$ cat src/dqpi_pkg.sv
`timescale 1ns / 1ps
// ----------------------------------------------------------------------------
// dqpi_pkg
// Types, register map, microcode and saturation helpers of the dq cascaded
// PI voltage controller.
// ----------------------------------------------------------------------------
package dqpi_pkg;

	// register map, index of the 32-bit word on the configuration port
	localparam logic [2:0] REG_GAIN_VOLT_PROP = 3'd0;
	localparam logic [2:0] REG_GAIN_VOLT_INT  = 3'd1;
	localparam logic [2:0] REG_GAIN_CURR_PROP = 3'd2;
	localparam logic [2:0] REG_GAIN_CURR_INT  = 3'd3;
	localparam logic [2:0] REG_VOLT_REF_D     = 3'd4;
	localparam logic [2:0] REG_VOLT_REF_Q     = 3'd5;
	localparam logic [2:0] REG_STEP_SECONDS   = 3'd6;

	localparam logic [31:0] STEP_SECONDS_RST  = 32'd214748;

	localparam int          ACC_W      = 120;
	localparam int          PROD_W     = 114;
	localparam int          COEF_W     = 49;
	localparam logic [5:0]  AXIS_START = 6'd7;

	typedef enum logic [3:0] {
		UOP_CLR,
		UOP_MAC,
		UOP_LOAD,
		UOP_SHR16,
		UOP_WB,
		UOP_DIV,
		UOP_COEF,
		UOP_PREV,
		UOP_AXIS,
		UOP_DONE
	} uop_op_t;

	typedef enum logic [3:0] {
		X_VR,
		X_VC,
		X_VO,
		X_CUR,
		X_IO,
		X_RO,
		X_IREF,
		X_PHI,
		X_GAM,
		X_XS,
		X_KIV,
		X_KIC
	} xsel_t;

	typedef enum logic [2:0] {
		Y_DT,
		Y_KIV,
		Y_KIC,
		Y_KA,
		Y_KB,
		Y_KB2,
		Y_KC,
		Y_KD
	} ysel_t;

	typedef enum logic [2:0] {
		D_NONE,
		D_KIVDT,
		D_KICDT,
		D_IREF,
		D_PHI,
		D_GAM,
		D_XS,
		D_VH
	} dest_t;

	typedef enum logic [1:0] {
		W_ALL,
		W_STEP,
		W_INIT
	} when_t;

	typedef enum logic [1:0] {
		ST_IDLE,
		ST_RUN,
		ST_WAIT,
		ST_DONE
	} ctrl_state_t;

	typedef struct packed {
		uop_op_t op;
		xsel_t   xsel;
		ysel_t   ysel;
		logic    sub;
		dest_t   dest;
		when_t   when_run;
	} uop_t;

	typedef struct packed {
		logic    capture;
		logic    exec;
		uop_op_t op;
		xsel_t   xsel;
		ysel_t   ysel;
		logic    sub;
		dest_t   dest;
		logic    axis;
		logic    init;
		logic    out_load;
	} cmd_t;

	typedef struct packed {
		logic mul_done;
		logic div_done;
	} sts_t;

	function automatic uop_t mk(input uop_op_t op, input xsel_t x, input ysel_t y,
		input logic sub, input dest_t d, input when_t w);
		uop_t u;
		u.op       = op;
		u.xsel     = x;
		u.ysel     = y;
		u.sub      = sub;
		u.dest     = d;
		u.when_run = w;
		return u;
	endfunction

	// microprogram: coefficients once, then the axis body run for d and q
	function automatic uop_t uop_rom(input logic [5:0] pc);
		uop_t u;
		case (pc)
			6'd0:  u = mk(UOP_CLR,   X_VR,   Y_DT,  1'b0, D_NONE,  W_ALL);
			6'd1:  u = mk(UOP_MAC,   X_KIV,  Y_DT,  1'b0, D_NONE,  W_ALL);
			6'd2:  u = mk(UOP_WB,    X_VR,   Y_DT,  1'b0, D_KIVDT, W_ALL);
			6'd3:  u = mk(UOP_CLR,   X_VR,   Y_DT,  1'b0, D_NONE,  W_ALL);
			6'd4:  u = mk(UOP_MAC,   X_KIC,  Y_DT,  1'b0, D_NONE,  W_ALL);
			6'd5:  u = mk(UOP_WB,    X_VR,   Y_DT,  1'b0, D_KICDT, W_ALL);
			6'd6:  u = mk(UOP_COEF,  X_VR,   Y_DT,  1'b0, D_NONE,  W_ALL);
			// axis body
			6'd7:  u = mk(UOP_DIV,   X_VR,   Y_DT,  1'b0, D_PHI,   W_INIT);
			6'd8:  u = mk(UOP_DIV,   X_VR,   Y_DT,  1'b0, D_GAM,   W_INIT);
			6'd9:  u = mk(UOP_CLR,   X_VR,   Y_DT,  1'b0, D_NONE,  W_ALL);
			6'd10: u = mk(UOP_MAC,   X_VR,   Y_KB2, 1'b0, D_NONE,  W_ALL);
			6'd11: u = mk(UOP_MAC,   X_VC,   Y_KB,  1'b1, D_NONE,  W_ALL);
			6'd12: u = mk(UOP_MAC,   X_VO,   Y_KC,  1'b1, D_NONE,  W_ALL);
			6'd13: u = mk(UOP_MAC,   X_PHI,  Y_KIV, 1'b0, D_NONE,  W_ALL);
			6'd14: u = mk(UOP_WB,    X_VR,   Y_DT,  1'b0, D_IREF,  W_ALL);
			6'd15: u = mk(UOP_LOAD,  X_PHI,  Y_DT,  1'b0, D_NONE,  W_STEP);
			6'd16: u = mk(UOP_MAC,   X_VR,   Y_DT,  1'b0, D_NONE,  W_STEP);
			6'd17: u = mk(UOP_MAC,   X_VR,   Y_DT,  1'b0, D_NONE,  W_STEP);
			6'd18: u = mk(UOP_MAC,   X_VC,   Y_DT,  1'b1, D_NONE,  W_STEP);
			6'd19: u = mk(UOP_MAC,   X_VO,   Y_DT,  1'b1, D_NONE,  W_STEP);
			6'd20: u = mk(UOP_WB,    X_VR,   Y_DT,  1'b0, D_PHI,   W_STEP);
			6'd21: u = mk(UOP_LOAD,  X_GAM,  Y_DT,  1'b0, D_NONE,  W_STEP);
			6'd22: u = mk(UOP_MAC,   X_IREF, Y_DT,  1'b0, D_NONE,  W_STEP);
			6'd23: u = mk(UOP_MAC,   X_CUR,  Y_DT,  1'b1, D_NONE,  W_STEP);
			6'd24: u = mk(UOP_MAC,   X_RO,   Y_DT,  1'b0, D_NONE,  W_STEP);
			6'd25: u = mk(UOP_MAC,   X_IO,   Y_DT,  1'b1, D_NONE,  W_STEP);
			6'd26: u = mk(UOP_WB,    X_VR,   Y_DT,  1'b0, D_GAM,   W_STEP);
			6'd27: u = mk(UOP_CLR,   X_VR,   Y_DT,  1'b0, D_NONE,  W_ALL);
			6'd28: u = mk(UOP_MAC,   X_VR,   Y_KB2, 1'b0, D_NONE,  W_ALL);
			6'd29: u = mk(UOP_MAC,   X_VC,   Y_KC,  1'b1, D_NONE,  W_ALL);
			6'd30: u = mk(UOP_MAC,   X_PHI,  Y_KIV, 1'b0, D_NONE,  W_ALL);
			6'd31: u = mk(UOP_WB,    X_VR,   Y_DT,  1'b0, D_XS,    W_ALL);
			6'd32: u = mk(UOP_CLR,   X_VR,   Y_DT,  1'b0, D_NONE,  W_ALL);
			6'd33: u = mk(UOP_MAC,   X_XS,   Y_KA,  1'b0, D_NONE,  W_ALL);
			6'd34: u = mk(UOP_SHR16, X_VR,   Y_DT,  1'b0, D_NONE,  W_ALL);
			6'd35: u = mk(UOP_MAC,   X_IREF, Y_KD,  1'b0, D_NONE,  W_ALL);
			6'd36: u = mk(UOP_MAC,   X_CUR,  Y_KD,  1'b1, D_NONE,  W_ALL);
			6'd37: u = mk(UOP_MAC,   X_GAM,  Y_KIC, 1'b0, D_NONE,  W_ALL);
			6'd38: u = mk(UOP_WB,    X_VR,   Y_DT,  1'b0, D_VH,    W_ALL);
			6'd39: u = mk(UOP_PREV,  X_VR,   Y_DT,  1'b0, D_NONE,  W_ALL);
			6'd40: u = mk(UOP_AXIS,  X_VR,   Y_DT,  1'b0, D_NONE,  W_ALL);
			default: u = mk(UOP_DONE, X_VR,  Y_DT,  1'b0, D_NONE,  W_ALL);
		endcase
		return u;
	endfunction

	// clamp to a signed width; top bit of the result flags a clamp
	function automatic logic [32:0] sat32(input logic signed [ACC_W-1:0] v);
		logic [32:0] r;
		if ((&v[ACC_W-1:31]) || !(|v[ACC_W-1:31])) r = {1'b0, v[31:0]};
		else if (v[ACC_W-1]) r = {1'b1, 32'h8000_0000};
		else r = {1'b1, 32'h7fff_ffff};
		return r;
	endfunction

	function automatic logic [48:0] sat48(input logic signed [ACC_W-1:0] v);
		logic [48:0] r;
		if ((&v[ACC_W-1:47]) || !(|v[ACC_W-1:47])) r = {1'b0, v[47:0]};
		else if (v[ACC_W-1]) r = {1'b1, 48'h8000_0000_0000};
		else r = {1'b1, 48'h7fff_ffff_ffff};
		return r;
	endfunction

	function automatic logic [64:0] sat64(input logic signed [ACC_W-1:0] v);
		logic [64:0] r;
		if ((&v[ACC_W-1:63]) || !(|v[ACC_W-1:63])) r = {1'b0, v[63:0]};
		else if (v[ACC_W-1]) r = {1'b1, 64'h8000_0000_0000_0000};
		else r = {1'b1, 64'h7fff_ffff_ffff_ffff};
		return r;
	endfunction

endpackage

$ cat src/dqpi_ctrl.sv
`timescale 1ns / 1ps
// ----------------------------------------------------------------------------
// dqpi_ctrl
// Microcode sequencer: walks the program, waits on the shared units and
// hands the finished beat to the result register.
// ----------------------------------------------------------------------------
module dqpi_ctrl (
	input  logic               clk,
	input  logic               arst_n,
	input  logic               in_valid,
	output logic               in_ready,
	input  logic               action,
	output logic               out_valid,
	input  logic               out_ready,
	input  dqpi_pkg::sts_t     sts,
	output dqpi_pkg::cmd_t     cmd
);

	dqpi_pkg::ctrl_state_t state_q, state_d;
	logic [5:0]            pc_q, pc_d;
	logic                  axis_q, axis_d;
	logic                  init_q;
	logic                  out_valid_q;
	dqpi_pkg::uop_t        uop;
	logic                  skip;

	assign uop  = dqpi_pkg::uop_rom(pc_q);
	assign skip = ((uop.when_run == dqpi_pkg::W_STEP) && init_q) ||
	              ((uop.when_run == dqpi_pkg::W_INIT) && !init_q);

	always_comb begin
		state_d      = state_q;
		pc_d         = pc_q;
		axis_d       = axis_q;
		cmd.capture  = 1'b0;
		cmd.exec     = 1'b0;
		cmd.op       = uop.op;
		cmd.xsel     = uop.xsel;
		cmd.ysel     = uop.ysel;
		cmd.sub      = uop.sub;
		cmd.dest     = uop.dest;
		cmd.axis     = axis_q;
		cmd.init     = init_q;
		cmd.out_load = 1'b0;
		case (state_q)
			dqpi_pkg::ST_IDLE: begin
				if (in_valid) begin
					cmd.capture = 1'b1;
					pc_d        = '0;
					axis_d      = 1'b0;
					state_d     = dqpi_pkg::ST_RUN;
				end
			end
			dqpi_pkg::ST_RUN: begin
				if (skip) begin
					pc_d = pc_q + 6'd1;
				end else begin
					case (uop.op)
						dqpi_pkg::UOP_MAC, dqpi_pkg::UOP_DIV: begin
							cmd.exec = 1'b1;
							state_d  = dqpi_pkg::ST_WAIT;
						end
						dqpi_pkg::UOP_AXIS: begin
							if (!axis_q) begin
								axis_d = 1'b1;
								pc_d   = dqpi_pkg::AXIS_START;
							end else begin
								pc_d = pc_q + 6'd1;
							end
						end
						dqpi_pkg::UOP_DONE: begin
							state_d = dqpi_pkg::ST_DONE;
						end
						default: begin
							cmd.exec = 1'b1;
							pc_d     = pc_q + 6'd1;
						end
					endcase
				end
			end
			dqpi_pkg::ST_WAIT: begin
				if (sts.mul_done || sts.div_done) begin
					pc_d    = pc_q + 6'd1;
					state_d = dqpi_pkg::ST_RUN;
				end
			end
			dqpi_pkg::ST_DONE: begin
				// hold until the result register is free
				if (!out_valid_q || out_ready) begin
					cmd.out_load = 1'b1;
					state_d      = dqpi_pkg::ST_IDLE;
				end
			end
			default: begin
				state_d = dqpi_pkg::ST_IDLE;
			end
		endcase
	end

	always_ff @(posedge clk or negedge arst_n) begin
		if (!arst_n) begin
			state_q     <= dqpi_pkg::ST_IDLE;
			pc_q        <= '0;
			axis_q      <= 1'b0;
			init_q      <= 1'b0;
			out_valid_q <= 1'b0;
		end else begin
			state_q <= state_d;
			pc_q    <= pc_d;
			axis_q  <= axis_d;
			if (cmd.capture) init_q <= action;
			if (cmd.out_load) out_valid_q <= 1'b1;
			else if (out_ready) out_valid_q <= 1'b0;
		end
	end

	assign in_ready  = (state_q == dqpi_pkg::ST_IDLE);
	assign out_valid = out_valid_q;

endmodule

$ cat config.mk
export PLATFORM = sky130hd
export DESIGN_NAME = dqpi_ctrl
export DESIGN_NICKNAME = d
export VERILOG_FILES = /design/src/dqpi_pkg.sv /design/src/dqpi_ctrl.sv
export SDC_FILE = /design/constraint.sdc
export NUM_CORES = 1
export LEC_CHECK = 0
export BUFFER_PORTS_ARGS = -buffer_cell sky130_fd_sc_hd__buf_4
export CORE_UTILIZATION = 51
export CTS_CLUSTER_SIZE = 16
export DETAILED_ROUTE_END_ITERATION = 10
export PLACE_DENSITY = 0.77
export SYNTH_ARGS = -nofsm -noshare
export SYNTH_HDL_FRONTEND = slang
export SYNTH_SLANG_ARGS = --single-unit
$ cat constraint.sdc
create_clock -name clk -period 2.3 [get_ports clk]
set_input_delay 0.345 -clock clk [delete_from_list [all_inputs] [get_ports clk]]
set_output_delay 0.345 -clock clk [all_outputs]
set_load 0.1 [all_outputs]
==> results of run 1 <==
kinds of logic after synthesis:
logic type | count (synthesis)
and+or+nand+nor | 69
buffers and inverters | 31
DFF | 11
adders and majority gates | 14
muxes | 6
AOI/OAI and AO/OA | 80
synth_stat cells, drive strengths merged (2+ instances only):
cell type  instances
nor3               4
o41ai              4
o31ai              2
nand3              6
nand2             17
inv               12
o21ai             20
mux2               2
a21oi             18
mux2i              4
nor2              15
ha                14
clkbuf            11
dfrtp             11
o22ai              6
o31a               2
buf                8
o22a               4
nor2b             10
a211oi             7
nand2b             5
a31oi              7
and2               3
stage by stage:
stage,std cells,hold slack [ps]
floorplan,211,49.4
global placement,284,185
detailed placement,284,187
CTS,300,301
timing repair:
action                                  CTS
hold buffers                              1
endpoints found under the setup margin   22
resized for setup                        84
endpoints found under the hold margin    11
setup buffers                            12
pin swaps                                20
==> results.yml, run 1 <==
yosys:
  synthArstFlopShare_pct: 100
  ys_ff_latch: 11
  synth_compound_area_share_pct: 35.4
  yosys.area.top_type_share_pct: 17.7
  yosys_warnings: 0
  synth_area_leaders: "dfrtp_1 (18%), ha_1 (11%), a21oi_1 (5.8%)"
  synth-edff-count: 0
  synth_ff_type: "dfrtp_1"
  synthXorXnorAreaFrac_pct: 0
  avgSynthCellArea_um2: 7.35
  synthMuxAreaShare_pct: 4.03
  synth_cells: 211
  synthAdderAreaFrac_pct: 11.3
  syn_nets: 232
  synth_top_family_by_area: "compound AO/OA/AOI/OAI gates"
  yosys.area_share.simple_pct: 22.4
  yosysTopAreaCell: "dfrtp_1"
  ys_seq_area_share_pct: 17.7
  ys_types: 50
  synth_area_um2: 1550
status:
  outcome: "aborted with a tool error"
  flow.stopped_at: "5_1_grt"
  error: "[ERROR DPL-0038] Utilization greater than 100%, impossible to legalize"
timing:
  worst_endpoint_kind: "top-level output"
  crit_endpoint: "cmd[14]"
clock_network:
  clkSinkCount: 11
  root_buffer: "clkbuf_4"
  cts_max_level: 1
  clockBufferDepth: 2
  cts_buffers: 3
placement:
  post-place-ws_ps: -112
  portBuffers: 28
  hpwl_mm: 3.98
  dpl_cell_area_um2: 2210
  place_congestion: 0.979
die:
  ios: 29
  start_util_pct: 54.8
  fp.dieW_um: 57.2
  row_count: 19
  die_y_um: 57.2
global_routing:
  grt_max_degree: 27
==> run 2: changes to the inputs <==
CORE_UTILIZATION = 40   (was 51)
CTS_CLUSTER_SIZE = default   (was 16)
PLACE_DENSITY = default   (was 0.77)
PLACE_DENSITY_LB_ADDON = 0.15   (was default)
clock period = 3 ns   (was 2.3 ns; I/O delays follow)
==> run 2 against run 1 <==
Synthesized cell count stayed put. The flow now finishes without violations. Area after synthesis did not move.
==> results.yml, run 2 <==
status:
  outcome: "complete, no violations"
route:
  num_vias: 1618
  ant_nets: 0
  finalWirelength_mm: 4.22
  vias_per_cell: 5.72
  drt_iter0_drc: 188
  dr.pass1.iters: 4
  drc_errors: 0
  wire_per_inst_um: 14.9
worst_setup_path:
  critPathMaxFanout: 10
  rr_startpoint: "pc_q[1]"
  ff2ff_setup_slack_ps: 480
  crit_path_end_kind: "output port"
  arrival_ps: 2440
  required_ps: 2550
  crit_start: "pc_q[1]"
  critical_path.startpoint_type: "flop"
  path_class: "reg -> out"
yosys:
  synth_ff_type: "dfrtp_1"
  avgSynthCellArea_um2: 7.35
  yosys.area.top_type_share_pct: 17.7
  ys_types: 50
  yosys_warnings: 0
  ys_seq_area_share_pct: 17.7
  synth-edff-count: 0
  ys_ff_latch: 11
  synth.most_common_cell: "a21oi_1"
  syn_nets: 232
  yosysTopAreaCell: "dfrtp_1"
  synthArstFlopShare_pct: 100
  synth_cells: 211
  synth_area_um2: 1550
  synthTopCellsByCount: "a21oi_1 (18), nand2_1 (17), nor2_1 (15), o21ai_0 (15), ha_1 (14)"
  synth_area_leaders: "dfrtp_1 (18%), ha_1 (11%), a21oi_1 (5.8%)"
timing:
  slew_viol_final: 0
  setup_violations: 0
  hold_violations: 0
  rsz0062_at_grt: "no"
  tightest_slew_ps: 629
  relSlewSlack_pct: 57.6
  clock.fmax_mhz: 346
  fin_ws_ps: 108
  period_share_pct: 96.4
  period_minus_slack_ps: 2890
  clock_skew_ps: 1.10
die:
  die-area_um2: 4130
  start_util_pct: 42.1
  die_y_um: 64.3
  row_count: 22
  fp.dieW_um: 64.3
  core_area_um2: 3690
  ios: 29
final_layout:
  instances_no_fill: 283
  drive_gt1_share_pct: 28.5
  n_antenna_cell: 0
  final_cell_mix: "buf_4 (39), a21oi_1 (18), nand2_1 (17), ha_1 (14), nor2_1 (13)"
  largest_register: "pc_q"
  reg_top3: "pc_q (6), state_q (2)"
  stdcell_area_um2: 1920
  finish.utilization_pct: 52.1
  nets: 257
  largest_reg_flops: 6
  nFillCells: 365
  area_delta_synth_final_pct: 23.8
  layout_commonest_cell: "buf_4"
global_routing:
  first_global_vias: 1426
  antenna_found_initial: 0
  grt_pass1_wl_mm: 7.06
  grt-ovfl-total: 0
  grt_max_degree: 23
  grt_use_total_pct: 21.4
placement:
  dpl_cell_area_um2: 1870
  hpwl_mm: 3.16
  place_congestion: 0.902
  portBuffers: 28
  placed_cells: 279
  post-place-ws_ps: 358
clock_network:
  clkSinkCount: 11
  cts_tree: "done"
  cts_max_level: 1
  clk_pin_slew_ps: 60
  root_buffer: "clkbuf_8"
  post-cts-setup-buffers: 0
  cts_buffers: 3
  clockBufferDepth: 2
  clk_latency_ps: 240
job:
  drv_cap: 0
min_path:
  hp-class: "in -> async"
-- run 2: cell counts after synthesis --
Identical to the previous run, type by type.
-- run 2: final cells by class --
type	count	area, um2	share of cell area [%]
multi-input combinational	169	1200	62.5
clock buffer	3	41.3	2.15
sequential	11	277	14.4
inverter	12	45.0	2.35
timing repair buffer	39	293	15.2
clock inverter	1	5.00	0.261
tap	48	60.1	3.13
-- run 2: path summary, 6_finish.rpt --
path | end | depth (start not counted)
min | out_valid | 1
max | cmd[18] | 8
min in group clk | init_q | 2
min reg2reg | out_valid | 2
max reg2reg | pc_q[1] | 10
max in group asynchronous | pc_q[0] | 1
-- run 2: logic make-up after synthesis --
group           Yosys count  share of synthesized area [%]
compound gates           80                           35.4
simple gates             69                           22.4
buf+inv                  31                           9.11
fa+ha+maj                14                           11.3
flops                    11                           17.7
mux                       6                           4.03
-- run 2: what timing repair did --
item | in CTS | in global routing
gates resized for setup | 0 | 3
endpoints found under the hold margin | 0 | 0
hold buffers | 0 | 0
endpoints found under the setup margin | 0 | 5
-- run 2: worst max-delay path: stages, from the launching register on --
cell      delay, ps
dfrtp_1         400
buf_4           180
ha_1            200
ha_1            230
nor2b_1         150
a31oi_1         340
o221ai_1        260
nor2_2          130
buf_4           290
-- run 2: per-stage QoR --
step	setup TNS [ps]	hold slack (ps)
floorplan	-55.3	154
global placement	0	295
detailed placement	0	299
CTS	0	34.1
global route	0	38.5
finish	0	35.9
-- run 2: routing by layer --
layer / GRT usage (%) / wire [um]
met5: 0 / 0
met4: 5.00 / 53
met3: 3.21 / 231
met2: 29.5 / 1750
met1: 33.8 / 2190
Power of run 2 is not shown: default switching activity piles up to over one toggle a cycle in this logic, so the estimate is an artifact.
